$ cat config.mk
export PLATFORM = sky130hd
export DESIGN_NAME = can_bit_timing_search_core
export DESIGN_NICKNAME = d
export VERILOG_FILES = /design/src/rtl/core/cbts_pkg.sv /design/src/rtl/core/cbts_divider.sv /design/src/rtl/core/can_bit_timing_search_core.sv
export SDC_FILE = /design/constraint.sdc
export NUM_CORES = 1
export LEC_CHECK = 0
export BUFFER_PORTS_ARGS = -buffer_cell sky130_fd_sc_hd__buf_4
export CAP_MARGIN = 20
export CORE_MARGIN = 2
export CORE_UTILIZATION = 50
export CTS_CLUSTER_SIZE = 30
export DETAILED_ROUTE_END_ITERATION = 8
export PLACE_DENSITY = 0.77
export SLEW_MARGIN = 15
export SYNTH_ARGS = -nofsm -noshare
export SYNTH_HDL_FRONTEND = slang
export SYNTH_SLANG_ARGS = --single-unit
$ cat constraint.sdc
create_clock -name clk -period 5.28 [get_ports clk]
set_input_delay 0.528 -clock clk [delete_from_list [all_inputs] [get_ports clk]]
set_output_delay 0.528 -clock clk [all_outputs]
set_load 0.03 [all_outputs]
$ cat src/rtl/core/cbts_pkg.sv
package cbts_pkg;

  localparam int CLK_W      = 19;
  localparam int RATE_W     = 10;
  localparam int DIV_W      = 15;
  localparam int PRESC_W    = 11;
  localparam int SEG1_W     = 5;
  localparam int SEG2_W     = 4;
  localparam int QUANTA_W   = 5;
  localparam int PAIR_COUNT = 18;
  localparam int IDX_W      = 5;
  localparam int STEP_CNT_W = 5;

  localparam logic [CLK_W-1:0]   CLK_RESET    = CLK_W'(42000);
  localparam logic [RATE_W-1:0]  RATE_MIN     = RATE_W'(10);
  localparam logic [RATE_W-1:0]  RATE_MAX     = RATE_W'(1000);
  localparam logic [CLK_W-1:0]   MAX_PRESCALE = CLK_W'(1024);
  localparam logic [IDX_W-1:0]   LAST_IDX     = IDX_W'(PAIR_COUNT - 1);
  localparam logic [STEP_CNT_W-1:0] DIV_STEPS = STEP_CNT_W'(CLK_W);

  typedef enum logic [2:0] {
    ST_IDLE,
    ST_MUL,
    ST_START,
    ST_WAIT,
    ST_RESULT
  } cbts_state_t;

  typedef struct packed {
    logic done;
    logic rem_zero;
  } cbts_div_stat_t;

  // Segment pair table, tried in order.
  function automatic logic [SEG1_W-1:0] seg1_of(input logic [IDX_W-1:0] idx);
    logic [SEG1_W-1:0] s;
    case (idx)
      5'd0:    s = 5'd5;
      5'd1:    s = 5'd6;
      5'd2:    s = 5'd6;
      5'd3:    s = 5'd7;
      5'd4:    s = 5'd8;
      5'd5:    s = 5'd9;
      5'd6:    s = 5'd9;
      5'd7:    s = 5'd10;
      5'd8:    s = 5'd11;
      5'd9:    s = 5'd12;
      5'd10:   s = 5'd12;
      5'd11:   s = 5'd13;
      5'd12:   s = 5'd14;
      5'd13:   s = 5'd15;
      5'd14:   s = 5'd15;
      5'd15:   s = 5'd16;
      5'd16:   s = 5'd16;
      5'd17:   s = 5'd16;
      default: s = 5'd0;
    endcase
    return s;
  endfunction

  function automatic logic [SEG2_W-1:0] seg2_of(input logic [IDX_W-1:0] idx);
    logic [SEG2_W-1:0] s;
    case (idx)
      5'd0, 5'd1:                   s = 4'd2;
      5'd2, 5'd3, 5'd4, 5'd5:       s = 4'd3;
      5'd6, 5'd7, 5'd8, 5'd9:       s = 4'd4;
      5'd10, 5'd11, 5'd12, 5'd13:   s = 4'd5;
      5'd14, 5'd15:                 s = 4'd6;
      5'd16:                        s = 4'd7;
      5'd17:                        s = 4'd8;
      default:                      s = 4'd0;
    endcase
    return s;
  endfunction

  function automatic logic [QUANTA_W-1:0] quanta_of(input logic [IDX_W-1:0] idx);
    return QUANTA_W'(1) + seg1_of(idx) + QUANTA_W'(seg2_of(idx));
  endfunction

endpackage

$ cat src/rtl/core/cbts_divider.sv
module cbts_divider (
  input  logic                          clk,
  input  logic                          rst_n,
  input  logic                          start,
  input  logic [cbts_pkg::CLK_W-1:0]    dividend,
  input  logic [cbts_pkg::DIV_W-1:0]    divisor,
  output logic [cbts_pkg::CLK_W-1:0]    quotient,
  output cbts_pkg::cbts_div_stat_t      stat
);
  import cbts_pkg::*;

  // Restoring division, one quotient bit per cycle. The shift register
  // feeds dividend bits out at the top and takes quotient bits in at the bottom.
  logic [STEP_CNT_W-1:0] cnt_r, cnt_nxt;
  logic [DIV_W-1:0]      rem_r, rem_nxt;
  logic [CLK_W-1:0]      shr_r, shr_nxt;
  logic                  done_r;
  logic [DIV_W:0]        trial;
  logic                  fits;

  assign trial = {rem_r, shr_r[CLK_W-1]};
  assign fits  = (trial >= {1'b0, divisor});

  always_comb begin
    cnt_nxt = cnt_r;
    rem_nxt = rem_r;
    shr_nxt = shr_r;
    if (start) begin
      cnt_nxt = DIV_STEPS;
      rem_nxt = '0;
      shr_nxt = dividend;
    end else if (cnt_r != '0) begin
      cnt_nxt = cnt_r - STEP_CNT_W'(1);
      rem_nxt = fits ? DIV_W'(trial - {1'b0, divisor}) : trial[DIV_W-1:0];
      shr_nxt = {shr_r[CLK_W-2:0], fits};
    end
  end

  always_ff @(posedge clk) begin
    if (!rst_n) begin
      cnt_r  <= '0;
      done_r <= 1'b0;
    end else begin
      cnt_r  <= cnt_nxt;
      done_r <= !start && (cnt_r == STEP_CNT_W'(1));
    end
    rem_r <= rem_nxt;
    shr_r <= shr_nxt;
  end

  assign quotient      = shr_r;
  assign stat.done     = done_r;
  assign stat.rem_zero = (rem_r == '0);

endmodule

$ cat src/rtl/core/can_bit_timing_search_core.sv
// CAN bit timing search.
// A requested bit rate in kbit/s enters on in_rate_kbps and is transferred
// at a rising edge where start is high and busy is low. The block then tries
// 18 fixed (seg1, seg2) pairs in order and reports the first one for which
// the peripheral clock divides exactly by rate times quanta with a quotient
// of 1 to 1024. The answer appears on the out_ ports for one cycle, marked
// by out_valid; the receiver cannot stall, so each result transfer is taken
// in that cycle. A rate outside 10..1000 or a failed search reports
// out_config_found low and all fields zero.
// For each pair the block forms the divisor, loads the bit-serial divider,
// runs 19 quotient steps, one per bit of the clock value, and then checks
// the remainder and the quotient. A hit ends the search; a rate out of
// range skips the search and goes straight to the result. One item is
// worked on at a time; busy stays high until the result cycle is over.
// cfg_wdata is written to the clock register (kHz) when cfg_we is high.
// Reset clears the control state and loads the clock register with 42000.
module can_bit_timing_search_core (
  input  logic                            clk,
  input  logic                            rst_n,
  input  logic                            start,
  output logic                            busy,
  input  logic [cbts_pkg::RATE_W-1:0]     in_rate_kbps,
  output logic                            out_valid,
  output logic                            out_config_found,
  output logic [cbts_pkg::PRESC_W-1:0]    out_prescale_div,
  output logic [cbts_pkg::SEG1_W-1:0]     out_seg1_quanta,
  output logic [cbts_pkg::SEG2_W-1:0]     out_seg2_quanta,
  input  logic                            cfg_we,
  input  logic [cbts_pkg::CLK_W-1:0]      cfg_wdata
);
  import cbts_pkg::*;

  cbts_state_t          state_r, state_nxt;
  logic [CLK_W-1:0]     clk_khz_r;
  logic [RATE_W-1:0]    rate_r;
  logic [IDX_W-1:0]     idx_r;
  logic [DIV_W-1:0]     divisor_r;
  logic                 found_r;
  logic [PRESC_W-1:0]   presc_r;
  logic [SEG1_W-1:0]    seg1_r;
  logic [SEG2_W-1:0]    seg2_r;

  logic                 accept;
  logic                 rate_ok;
  logic                 div_start;
  logic [CLK_W-1:0]     quotient;
  cbts_div_stat_t       div_stat;
  logic                 hit;

  assign accept  = start && (state_r == ST_IDLE);
  assign rate_ok = (in_rate_kbps >= RATE_MIN) && (in_rate_kbps <= RATE_MAX);

  // A pair is taken when the division is exact and the prescaler is legal.
  assign hit = div_stat.rem_zero && (quotient != '0) && (quotient <= MAX_PRESCALE);

  cbts_divider u_div (
    .clk      (clk),
    .rst_n    (rst_n),
    .start    (div_start),
    .dividend (clk_khz_r),
    .divisor  (divisor_r),
    .quotient (quotient),
    .stat     (div_stat)
  );

  // Next state.
  always_comb begin
    state_nxt = state_r;
    unique case (state_r)
      ST_IDLE: begin
        if (accept) begin
          state_nxt = rate_ok ? ST_MUL : ST_RESULT;
        end
      end
      ST_MUL:   state_nxt = ST_START;
      ST_START: state_nxt = ST_WAIT;
      ST_WAIT: begin
        if (div_stat.done) begin
          if (hit || (idx_r == LAST_IDX)) begin
            state_nxt = ST_RESULT;
          end else begin
            state_nxt = ST_MUL;
          end
        end
      end
      ST_RESULT: state_nxt = ST_IDLE;
      default:   state_nxt = ST_IDLE;
    endcase
  end

  // State-decoded outputs.
  always_comb begin
    busy      = 1'b1;
    div_start = 1'b0;
    out_valid = 1'b0;
    unique case (state_r)
      ST_IDLE:   busy = 1'b0;
      ST_START:  div_start = 1'b1;
      ST_RESULT: out_valid = 1'b1;
      default:   busy = 1'b1;
    endcase
  end

  always_ff @(posedge clk) begin
    if (!rst_n) begin
      state_r   <= ST_IDLE;
      clk_khz_r <= CLK_RESET;
    end else begin
      state_r <= state_nxt;
      if (cfg_we) begin
        clk_khz_r <= cfg_wdata;
      end
    end
  end

  // Search datapath. The result registers start cleared for every item so
  // that a failed search reports zeros.
  always_ff @(posedge clk) begin
    if (accept) begin
      rate_r  <= in_rate_kbps;
      idx_r   <= '0;
      found_r <= 1'b0;
      presc_r <= '0;
      seg1_r  <= '0;
      seg2_r  <= '0;
    end
    if (state_r == ST_MUL) begin
      divisor_r <= DIV_W'(rate_r) * DIV_W'(quanta_of(idx_r));
    end
    if ((state_r == ST_WAIT) && div_stat.done) begin
      if (hit) begin
        found_r <= 1'b1;
        presc_r <= quotient[PRESC_W-1:0];
        seg1_r  <= seg1_of(idx_r);
        seg2_r  <= seg2_of(idx_r);
      end else begin
        idx_r <= idx_r + IDX_W'(1);
      end
    end
  end

  assign out_config_found = found_r;
  assign out_prescale_div = presc_r;
  assign out_seg1_quanta  = seg1_r;
  assign out_seg2_quanta  = seg2_r;

endmodule
# Word level (Yosys, flattened, before mapping)
# Memory sizes are Yosys's and may differ from the RTL's. A register that Yosys moved wholly into a read port is not among the register bits.
# Cells that the tools add are included.
[word_totals] regBits=113 romBits=576 output_inout_bits=23 mem_count=4
[classes] n_addsub=5 multipliers=1 n_lt_le_gt_ge=4 eq_ne=8 n_mux=30 n_bitwise=1 reduce_logical=15
[memory_table] memory="(name not given)" words=32 word_bits=5 rd=1 rd_clocked_by_memory_dff=1 wr=0 line="cbts_pkg.sv:37" rtl="case (idx)"
[memory_table] memory="(name not given)" words=32 word_bits=5 rd=1 rd_clocked_by_memory_dff=1 wr=0 line="cbts_pkg.sv:37"
[memory_table] memory="(name not given)" words=32 word_bits=4 rd=1 rd_clocked_by_memory_dff=1 wr=0 line="cbts_pkg.sv:63" rtl="case (idx)"
[memory_table] memory="(name not given)" words=32 word_bits=4 rd=1 rd_clocked_by_memory_dff=1 wr=0 line="cbts_pkg.sv:63"
[ops] cell="$mux 5" n=9
[ops] cell="$mux 19" n=2
[ops] cell="$mux 11" n=3
[ops] cell="$le 19x11->1 const B" n=1
[ops] cell="$reduce_bool 19->1" n=1
[ops] cell="$ge 16x15->1" n=1
[ops] cell="$mux 4" n=4
[ops] cell="$logic_not 15->1" n=1
[ops] cell="$mul 10x5->15" n=1
[ops] cell="$mux 15" n=1
[ops] cell="$sub 15x15->15" n=1
[ops] cell="$mux 3" n=4
[ops] cell="$pmux 3 s4" n=1
[ops] cell="$ge 10x4->1 const B" n=1
[ops] cell="$le 10x10->1 const B" n=1
[ops] cell="$eq 3x2->1 const B" n=2
[ops] cell="$logic_and 1x1->1" n=6
[ops] cell="$mux 1" n=6
[ops] cell="$add 1x5->5 const A" n=1
[ops] cell="$add 5x1->5 const B" n=1
[ops] cell="$add 5x4->5" n=1
[ops] cell="$eq 5x1->1 const B" n=1
[ops] cell="$eq 5x5->1 const B" n=1
[ops] cell="$reduce_bool 5->1" n=1
[ops] cell="12 further kinds" n=12

# Logic depth before layout (Yosys ltp)
# Gate-level depths: netlist (run 1).
[depth] depth_word=7 depth_mapped=22 mapped_depth_nobuf=22

# Modules after synthesis
# From an unflattened synthesis (run 1), not the netlist that was laid out.
[hier_totals] cells_unflattened=801 area_unflattened_um2=7767.4
[modules_own_cells] module="can_bit_timing_search_core" instances=1 cells_per_inst=505 area_per_inst_um2=4998.5 seq_area_each_um2=1891.8
[modules_own_cells] module="cbts_divider" instances=1 cells_per_inst=296 area_per_inst_um2=2768.9 seq_area_each_um2=991.0

# Worst setup path after synthesis (run 1)
# OpenSTA, ideal clock, no wires.
[synth_timing] path_type="register to register" start="register with a tool-made name" end="register divisor_r[14], data pin" setup_time_ns=0.266 arrival_ns=4.887 t_required_ns=5.014 slack_ns=0.127 stages_incl_launch_ff=22 path_buffers=0 synth_period_minus_slack_ns=5.153 cell_sequence="dfxtp_1 > inv_1 > ha_1 > fa_1 > inv_1 > a21o_1 > a21oi_1 > xnor2_1 > nand2_1 > fa_1 > fa_1 > fa_1 > inv_1 > ha_1 > a21o_1 > a21oi_1 > o21ai_0 > a31oi_1 > nor2b_1 > o21a_1 > o41ai_1 > xnor2_1"
[synth_rtl] item="to (signal assigned)" line="can_bit_timing_search_core.sv:128" rtl="divisor_r <= DIV_W'(rate_r) * DIV_W'(quanta_of(idx_r));"
[synth_rtl] item="to (decl)" line="can_bit_timing_search_core.sv:37" rtl="logic [DIV_W-1:0] divisor_r;"

==> results of run 1 <==
[worst max-delay path by stage]
stage	slack, ns	to	cells past startpoint	startpoint
finish	0.16	divisor_r[14]$_DFFE_PP_	22	flop
global route	-0.10	divisor_r[14]$_DFFE_PP_	22	flop
CTS	0.07	divisor_r[14]$_DFFE_PP_	21	flop
detailed placement	0.09	divisor_r[14]$_DFFE_PP_	21	flop
global placement	0.23	divisor_r[14]$_DFFE_PP_	21	flop
floorplan	0.13	divisor_r[14]$_DFFE_PP_	21	flop
[logic make-up (layout without fill, tap and decap cells)]
group                      count (synthesis)  after routing  share of synthesized area [%]
muxes                                     36             36                           5.20
AOI/OAI and AO/OA                        134            134                           11.3
and+or+nand+nor                          248            248                           18.2
adders and majority gates                 80             80                           16.5
DFF                                      122            122                           39.8
buffers and inverters                    103            175                           5.51
xor gates and xnor gates                  29             29                           3.51
[power breakdown]
| group | internal (mW) | switching (mW) |
|---|---|---|
| logic | 0.612 | 0.787 |
| clock network | 0.737 | 0.395 |
| registers | 1.23 | 0.169 |
[sequential cells by signal, summed over array words and instances, names as in the netlist, named ones only]
signal and cells:
out_seg1_quanta 5, u_div.rem_r 15, rate_r 10, u_div.quotient 19, idx_r 5, out_seg2_quanta 4, u_div.done_r 1, divisor_r 15
u_div.cnt_r 5, out_prescale_div 11, state_r 3, out_config_found 1, clk_khz_r 19
[critical path, stage by stage (launching register included)]
cell and delay, ns:
dfxtp_1 0.30, inv_1 0.05, ha_1 0.22, fa_1 0.42, inv_1 0.08, a21o_1 0.10, a21oi_1 0.07, xnor2_1 0.20
buf_4 0.14, nand2_1 0.06, fa_1 0.57, fa_1 0.46, fa_1 0.55, inv_1 0.04, ha_1 0.33, a21o_1 0.17
a21oi_1 0.19, o21ai_0 0.11, a31oi_1 0.21, nor2b_1 0.08, o21a_1 0.19, o41ai_2 0.24, xnor2_1 0.10
[cell usage after synthesis (all sizes together), types with 3 or more instances]
cell    number
inv         79
dfxtp       78
nand2       71
ha          54
o21ai       53
edfxtp      44
nor2        34
nor2b       34
mux2i       33
a21oi       30
nand3       27
fa          26
and2        25
xnor2       22
clkbuf      19
nor3        15
a21o        12
nand2b       8
nor4         8
and3         7
xor2         7
nand4        6
buf          5
a31oi        4
o211ai       4
o21a         4
a21boi       3
a22o         3
mux2         3
o21bai       3
o31ai        3
or3          3
[cells in the final DEF (no fill, tap or decap), types with 29 or more instances in the layout]
cell type / n
mux2i_1: 32
dfxtp_1: 78
nand2_1: 69
o21ai_0: 45
nor2_1: 34
edfxtp_1: 44
a21oi_1: 29
buf_4: 63
nor2b_1: 34
inv_1: 77
ha_1: 54
[layer usage]
metal,vias up,wire length (µm)
li1,2703,-
met1,2538,6580
met2,99,6900
met3,24,607
met4,0,313
met5,-,0
[per-stage QoR]
step | area [µm²] | hold slack (ns) | setup TNS (ns) | setup slack (ns) | util, %
CTS | 8420 | 0.298 | 0 | 0.0664 | 60.0
global placement | 7830 | 0.434 | 0 | 0.226 | 55.8
global route | 8460 | 0.294 | -0.117 | -0.101 | 60.3
finish | 8460 | 0.306 | 0 | 0.157 | 60.3
floorplan | 7240 | 0.441 | 0 | 0.127 | -
detailed placement | 7830 | 0.435 | 0 | 0.0894 | 55.8
[cell type report]
class,count,share of cell area (%)
multi-input combinational,527,47.1
tap,180,2.66
timing repair buffer,64,5.72
clock inverter,6,0.665
clock buffer,26,6.28
inverter,79,3.53
sequential,122,34.1
[repair_timing]
item / in CTS / in global routing
gates resized for setup: 0 / 2
endpoints found under the setup margin: 0 / 4
setup buffers: 0 / 2
==> metrics, run 1 <==
total track usage=roughly a fifth; Worst R2R End=divisor_r[14]$_DFFE_PP_; Vias/cell=~5.3; H-Tree Depth=4; M3 GR Usage=~4.3%; Routed Antenna Nets=0; area of the multi-input gates=0.00398 mm²; Storage cell area=0.00288 mm²; largest net degree at the start of global routing=42; # IOs=56; final WL=roughly 14 mm; Setup crit start kind=flop; hold path start=in_rate_kbps[2]; Min-Delay Endpoint=rate_r[2]$_DFFE_PP_; GRT Max-Usage Layer=met2; r2r setup slk=around 0.16 ns; Worst-path clk slew=roughly 0.05 ns; placed cell count=around 970; r2r worst-path depth=22; area leader, netlist=dfxtp_1; HPWL after detailed placement=between 10 and 15 mm; chip width=around 120 µm; max-slew violation count=0; Post-Syn Area per Cell=slightly below 10 µm²; clk sinks=around 120; post-synthesis sequential area ratio=39.8%; met2 usage=a little under a third; Max transition margin=between 40% and 50%; fin cells=~1000; Final Power=between 3 and 4 mW; synth warn=0; Clock Latency Late Sink=0.42 ns; Root Buffer=clkbuf_16; Yosys reg bits=approximately 120; CTS tree=done; Final setup viols=0; number of flops mapped to enable cells by yosys=between 40 and 50; die area=between 0.015 and 0.02 mm²; Synth async-reset ratio=0%; Antenna diodes=0; setup repair after global routing missed its margin=true; Worst Max-Slew Pin Slew=about 0.87 ns; Hold Path Stages=1; DR WL/cell=between 10 and 15 µm; Final #Nets=924; 1st-pass router iterations=5; number of placement rows=43; mapped cell area=a little over 0.007 mm²; Syn Inst Count=752; pwr/cell area=approximately 460 mW/mm²; Post-synth top flop=dfxtp_1; Peak VDD IR=between 200 and 300 µV; final cycle utilization of the critical path=97.0%; cts bufs inserted=17; met1 usage=24.2%; Hold-fix buffers, CTS=0; height of the die=around 120 µm; clk_skew=approximately 0.0084 ns; initial antenna violation count=0; PortBufs=55; fillers=about 1200; DRC viols=0; layout cells sized above 1=about an eighth; Worst Setup Path Type=flop to flop; worst-path maximum fanout=3; Core ar.=around 0.014 mm²; WP data required=roughly 5.4 ns; GR Overflow Total=0; status=complete, no violations; Fmax achieved=slightly below 200 MHz; Mapped Nets=just under 900; GPL Wtd Cong=between 0.8 and 0.9; Max Cap Violations=0; Arrival @ worst endpoint=roughly 5.3 ns; Synth top area share=a little over a fifth; crit end category=flop; Min-Delay Path Class=input pin to flop; unique cell type count in the Yosys netlist=60; Starting Density=approximately half; Tmin final=approximately 5.1 ns; vias post-DR=between 5000 and 6000; endpoints failing hold=0; P_leak=3.82 nW; Synth area leaders=dfxtp_1, edfxtp_1, ha_1; first-pass GRT wire length=around 24 mm; vias in the first global route=5295; Area Growth Syn to Fin=16.8%; initial DRC count=about 290; Max clock buf depth=2
Note: power is estimated with default switching activity, not from simulation.
==> run 2: changes to the inputs <==
--- a/config.mk
+++ b/config.mk
@@ -11,7 +11,7 @@
 export CORE_UTILIZATION = 50
 export CTS_CLUSTER_SIZE = 30
 export DETAILED_ROUTE_END_ITERATION = 8
-export PLACE_DENSITY = 0.77
+export PLACE_DENSITY = 0.74
 export SLEW_MARGIN = 15
 export SYNTH_ARGS = -nofsm -noshare
 export SYNTH_HDL_FRONTEND = slang
==> constraint.sdc (replaced) <==
create_clock -name clk -period 6.5 [get_ports clk]
set_input_delay 0.65 -clock clk [delete_from_list [all_inputs] [get_ports clk]]
set_output_delay 0.65 -clock clk [all_outputs]
set_load 0.03 [all_outputs]
==> metrics, run 2 (synthesis gave the netlist of run 1 again) <==
Max clock buf depth=2; postcts setup bufs=0; CP Cell Sequence=inv_1 > ha_1 > fa_1 > inv_1 > a21o_1 > a21oi_1 > xnor2_1 > nand2_1 > fa_1 > fa_1 > fa_1 > inv_1 > ha_1 > a21o_1 > a21oi_1 > o21ai_0 > a31oi_1 > nor2b_1 > o21a_1 > o41ai_1 > xnor2_1; Final #Nets=918; CP top delay family=adder cells; placed instance area=between 0.007 and 0.008 mm²; max-slew violation count=0; Sw Pwr=about 1.1 mW; DRC viols=0; commonest non-fill, non-tap cell in the layout=dfxtp_1; Hold-fix buffers, CTS=0; Antenna diodes=0; WP data required=between 6 and 7 ns; H-Tree Depth=4; final cycle utilization of the critical path=around 89%; hold slack=0.424 ns; design area=0.00841 mm²; Starting Density=51.6%; Internal=around 2.1 mW; Routed Antenna Nets=0; DR WL/cell=about 15 µm; die area=between 0.015 and 0.02 mm²; status=complete, no violations; fillers=roughly 1200; Final setup viols=0; initial DRC count=370; Arrival @ worst endpoint=approximately 5.9 ns; height of the die=124 µm; chip width=roughly 120 µm; clk_skew=approximately 0.023 ns; Root Buffer=clkbuf_16; Worst path max stage delay=roughly 0.55 ns; Seq pwr share=a little over a third; Tmin final=about 5.8 ns; PortBufs=55; vias in the first global route=approximately 5500; switch share=a little over a third; setup repair after global routing missed its margin=false; HPWL after detailed placement=roughly 11 mm; layout cells sized above 1=about 12%; Max Cap Violations=0; cts bufs inserted=17; vias post-DR=~5400; GPL Wtd Cong=~0.88; Worst Setup Path Type=flop to flop; total track usage=between 10% and 20%; P_leak=around 3.8 nW; largest registers=clk_khz_r (19), u_div.quotient (19); final WL=about 15 mm; clk sinks=~120; Fmax achieved=between 150 and 200 MHz; Clock Latency Late Sink=~0.42 ns; worst-path maximum fanout=10; 1st-pass router iterations=5; post_cts resized=0; CP most frequent cell=fa_1; largest net degree at the start of global routing=42; Worst Max-Slew Pin Slew=slightly above 1 ns; buffers plus inverters on the worst setup path=3; clock share of power=28.3%; Core ar.=approximately 0.014 mm²; Worst-path clk slew=about 0.05 ns; # IOs=56; GR Overflow Total=0; Vias/cell=5.41; pwr/cell area=roughly 380 mW/mm²; Area Growth Syn to Fin=16.1%; Min-Delay Path Class=input pin to flop; Peak VDD IR=237 µV; endpoints failing hold=0; Setup crit start kind=flop; Setup TNS=0 ns; number of placement rows=43; combinational share of power=a little over a third; crit end category=flop; first-pass GRT wire length=25.4 mm; Max transition margin=a little under a third; commonest non-fill, non-tap cells in the layout=dfxtp_1, inv_1, nand2_1, buf_4, ha_1; initial antenna violation count=0; CP max-delay cell=fa_1; CTS tree=done
[run 2: cell type report]
class | instances | area, µm² | share of cell area (%)
multi-input cells | 527 | 3980 | 47.3
flip-flops and latches | 122 | 2880 | 34.3
clock buffers | 28 | 561 | 6.66
repair buffers | 58 | 443 | 5.27
inverters | 79 | 299 | 3.55
well taps | 180 | 225 | 2.68
clock inverters | 4 | 25.0 | 0.297
[run 2: stage by stage]
stage	setup slack, ns	power, mW	cells	util [%]
2_1_floorplan	1.35	2.02	752	-
3_3_place_gp	1.04	2.22	965	55.6
3_5_place_dp	0.769	2.29	965	55.6
4_1_cts	0.742	3.20	997	59.8
5_1_grt	0.466	3.40	998	59.9
6_report	0.699	3.21	998	59.9
[run 2: worst paths after layout]
check	slack [ns]	cells after the start	startpoint	to
hold reg to reg	0.44	2	out_config_found$_DFF_P_	out_config_found$_DFF_P_
setup / recovery	0.70	21	flop	divisor_r[14]$_DFFE_PP_
hold / removal	0.42	1	in_rate_kbps[0]	rate_r[0]$_DFFE_PP_
setup reg to reg	0.70	21	flop	divisor_r[14]$_DFFE_PP_
[run 2: power groups by stage]
stage | Clock (mW) | Sequential (mW) | Combinational [mW]
floorplan | 0 | 1.11 | 0.914
global placement | 0 | 1.15 | 1.07
CTS | 0.919 | 1.14 | 1.14
detailed placement | 0 | 1.15 | 1.13
finish | 0.908 | 1.14 | 1.16
global route | 0.950 | 1.16 | 1.29
[run 2: metal layers]
| metal | vias to the layer above | global-route usage, % | part of all wire (%) |
|---|---|---|---|
| li1 | 2681 | - | - |
| met1 | 2607 | 24.4 | 45 |
| met2 | 99 | 34.7 | 51 |
| met3 | 14 | 4.04 | 3.2 |
| met4 | 0 | 7.01 | 1.1 |
| met5 | - | 0 | 0 |
==> run 3: changes to the inputs <==
--- a/config.mk
+++ b/config.mk
@@ -15,4 +15,5 @@
 export SLEW_MARGIN = 15
 export SYNTH_ARGS = -nofsm -noshare
 export SYNTH_HDL_FRONTEND = slang
+export SYNTH_HIERARCHICAL = 1
 export SYNTH_SLANG_ARGS = --single-unit
==> metrics, run 3 <==
Post-synth top cells=dfxtp_1, nand2_1, inv_1; Worst R2R End=divisor_r[13]$_DFFE_PP_; area leader, netlist=dfxtp_1; post_cts resized=0; Synth top area share=20.1%; HPWL after detailed placement=roughly 11 mm; Setup TNS=0 ns; Worst Setup Path Type=flop to flop; P_leak=between 3 and 4 nW; Levels on crit path=18; final cycle utilization of the critical path=between 80% and 90%; Yosys reg bits=around 120; Tmin final=~5.3 ns; GPL Wtd Cong=between 0.8 and 0.9; final WL=15.5 mm; unique cell type count in the Yosys netlist=79; setup repair after global routing missed its margin=false; CP Cell Sequence=inv_1 > ha_1 > fa_1 > inv_1 > a21o_1 > a21oi_1 > xnor2_1 > nand2_1 > fa_1 > fa_1 > fa_1 > inv_1 > ha_1 > a21oi_1 > nor2b_1 > o21a_1 > o41ai_1 > o311ai_0; status=complete, no violations; Area Growth Syn to Fin=14.0%; number of flops mapped to enable cells by yosys=44; postcts setup bufs=0; Arrival @ worst endpoint=around 5.4 ns; Worst-path clk slew=roughly 0.050 ns; clk_skew=between 0.01 and 0.015 ns; Min-Delay Path Class=input pin to flop; PortBufs=55; Setup crit start kind=flop; GR Overflow Total=0; Routed Antenna Nets=0; DRC viols=0; most frequent cell after synthesis=dfxtp_1; vias in the first global route=~5400; H-Tree Depth=4; Worst path max stage delay=around 0.54 ns; r2r setup slk=around 1.2 ns; DR WL/cell=about 15 µm; total track usage=19.4%; max-slew violation count=0; synth warn=6; design area=around 0.0089 mm²; Max clock buf depth=2; worst setup path end=divisor_r[13]$_DFFE_PP_; number of placement rows=45; Final setup viols=0; 1st-pass router iterations=5; mapped cell area=between 0.007 and 0.008 mm²; # IOs=56; hold slack=~0.42 ns; Mapped Nets=between 900 and 1000; Synth async-reset ratio=0%; CP most frequent cell=fa_1; Synth area leaders=dfxtp_1, edfxtp_1, ha_1; height of the die=roughly 130 µm; initial DRC count=344; Peak VDD IR=around 220 µV; CTS tree=done; crit end category=flop; placed instance area=approximately 0.0083 mm²; first-pass GRT wire length=about 26 mm; WP data required=6.63 ns; Max transition margin=a little under two fifths; worst-path maximum fanout=10; vias post-DR=5776; largest net degree at the start of global routing=45; final core utilization=about three fifths; Vias/cell=roughly 5.5; die area=between 0.015 and 0.02 mm²; commonest non-fill, non-tap cell in the layout=dfxtp_1; Starting Density=51.1%; largest registers=clk_khz_r (19), u_div/quotient (19); clk sinks=122; Post-synth top flop=dfxtp_1; pwr/cell area=approximately 360 mW/mm²; endpoints failing hold=0; layout cells sized above 1=between 10% and 20%; Syn Inst Count=around 800; Fmax achieved=about 190 MHz; Root Buffer=clkbuf_16; CP max-delay cell=fa_1; chip width=129 µm; Antenna diodes=0; cts bufs inserted=17; commonest non-fill, non-tap cells in the layout=dfxtp_1, nand2_1, inv_1, buf_4, nor2_1; Core ar.=about 0.015 mm²; Hold-fix buffers, CTS=0; Post-Syn Area per Cell=approximately 9.7 µm²; r2r worst-path depth=18; Max Cap Violations=0; Final #Nets=slightly below 1000; post-synthesis sequential area ratio=37.1%; buffers plus inverters on the worst setup path=3; initial antenna violation count=0; Worst Max-Slew Pin Slew=between 0.9 and 1 ns; CP top delay family=adder cells; Clock Latency Late Sink=0.42 ns
-- run 3: final cells by class --
cell class | instances | area [µm²]
Fill cell | 1316 | 6340
Tap cell | 188 | 235
Inverter | 63 | 241
Timing Repair Buffer | 60 | 450
Clock inverter | 12 | 111
Sequential cell | 122 | 2880
Clock buffer | 20 | 478
Multi-Input combinational cell | 587 | 4460
-- run 3: per-stage QoR --
stage,std cells,setup WS [ns],total power [mW]
floorplan,801,1.57,2.07
finish,1052,1.20,3.23
global placement,1019,1.24,2.27
global route,1052,0.699,3.44
CTS,1051,1.15,3.23
detailed placement,1019,1.17,2.30
-- run 3: worst min-delay path by stage --
stage / cells after the start / to / start / slack [ns]
CTS: 1 / rate_r[0]$_DFFE_PP_ / in_rate_kbps[0] / 0.41
detailed placement: 2 / out_config_found$_DFF_P_ / out_config_found$_DFF_P_ / 0.43
global placement: 2 / out_config_found$_DFF_P_ / out_config_found$_DFF_P_ / 0.44
finish: 1 / rate_r[0]$_DFFE_PP_ / in_rate_kbps[0] / 0.42
global route: 1 / rate_r[0]$_DFFE_PP_ / in_rate_kbps[0] / 0.42
floorplan: 2 / out_seg2_quanta[2]$_DFF_P_ / flop / 0.43
-- run 3: cell families (layout without fill, tap and decap cells) --
family / count (synthesis) / after routing / synth area share (%)
and+or+nand+nor: 285 / 285 / 19.5
buffers and inverters: 92 / 155 / 5.69
DFF: 122 / 122 / 37.1
adders and majority gates: 80 / 80 / 15.4
xor gates and xnor gates: 28 / 28 / 3.16
AOI/OAI and AO/OA: 153 / 153 / 13.6
muxes: 41 / 41 / 5.59
-- run 3: routing by layer --
metal / part of all wire, % / global-route usage (%)
met1: 48 / 26.3
met2: 47 / 31.3
met3: 2.9 / 2.95
met4: 2.1 / 8.06
met5: 0 / 0
-- run 3: power by group --
| part | switching (mW) | internal, mW | total (mW) |
|---|---|---|---|
| combinational | 0.653 | 0.507 | 1.16 |
| clock | 0.351 | 0.571 | 0.922 |
| sequential | 0.151 | 0.996 | 1.15 |
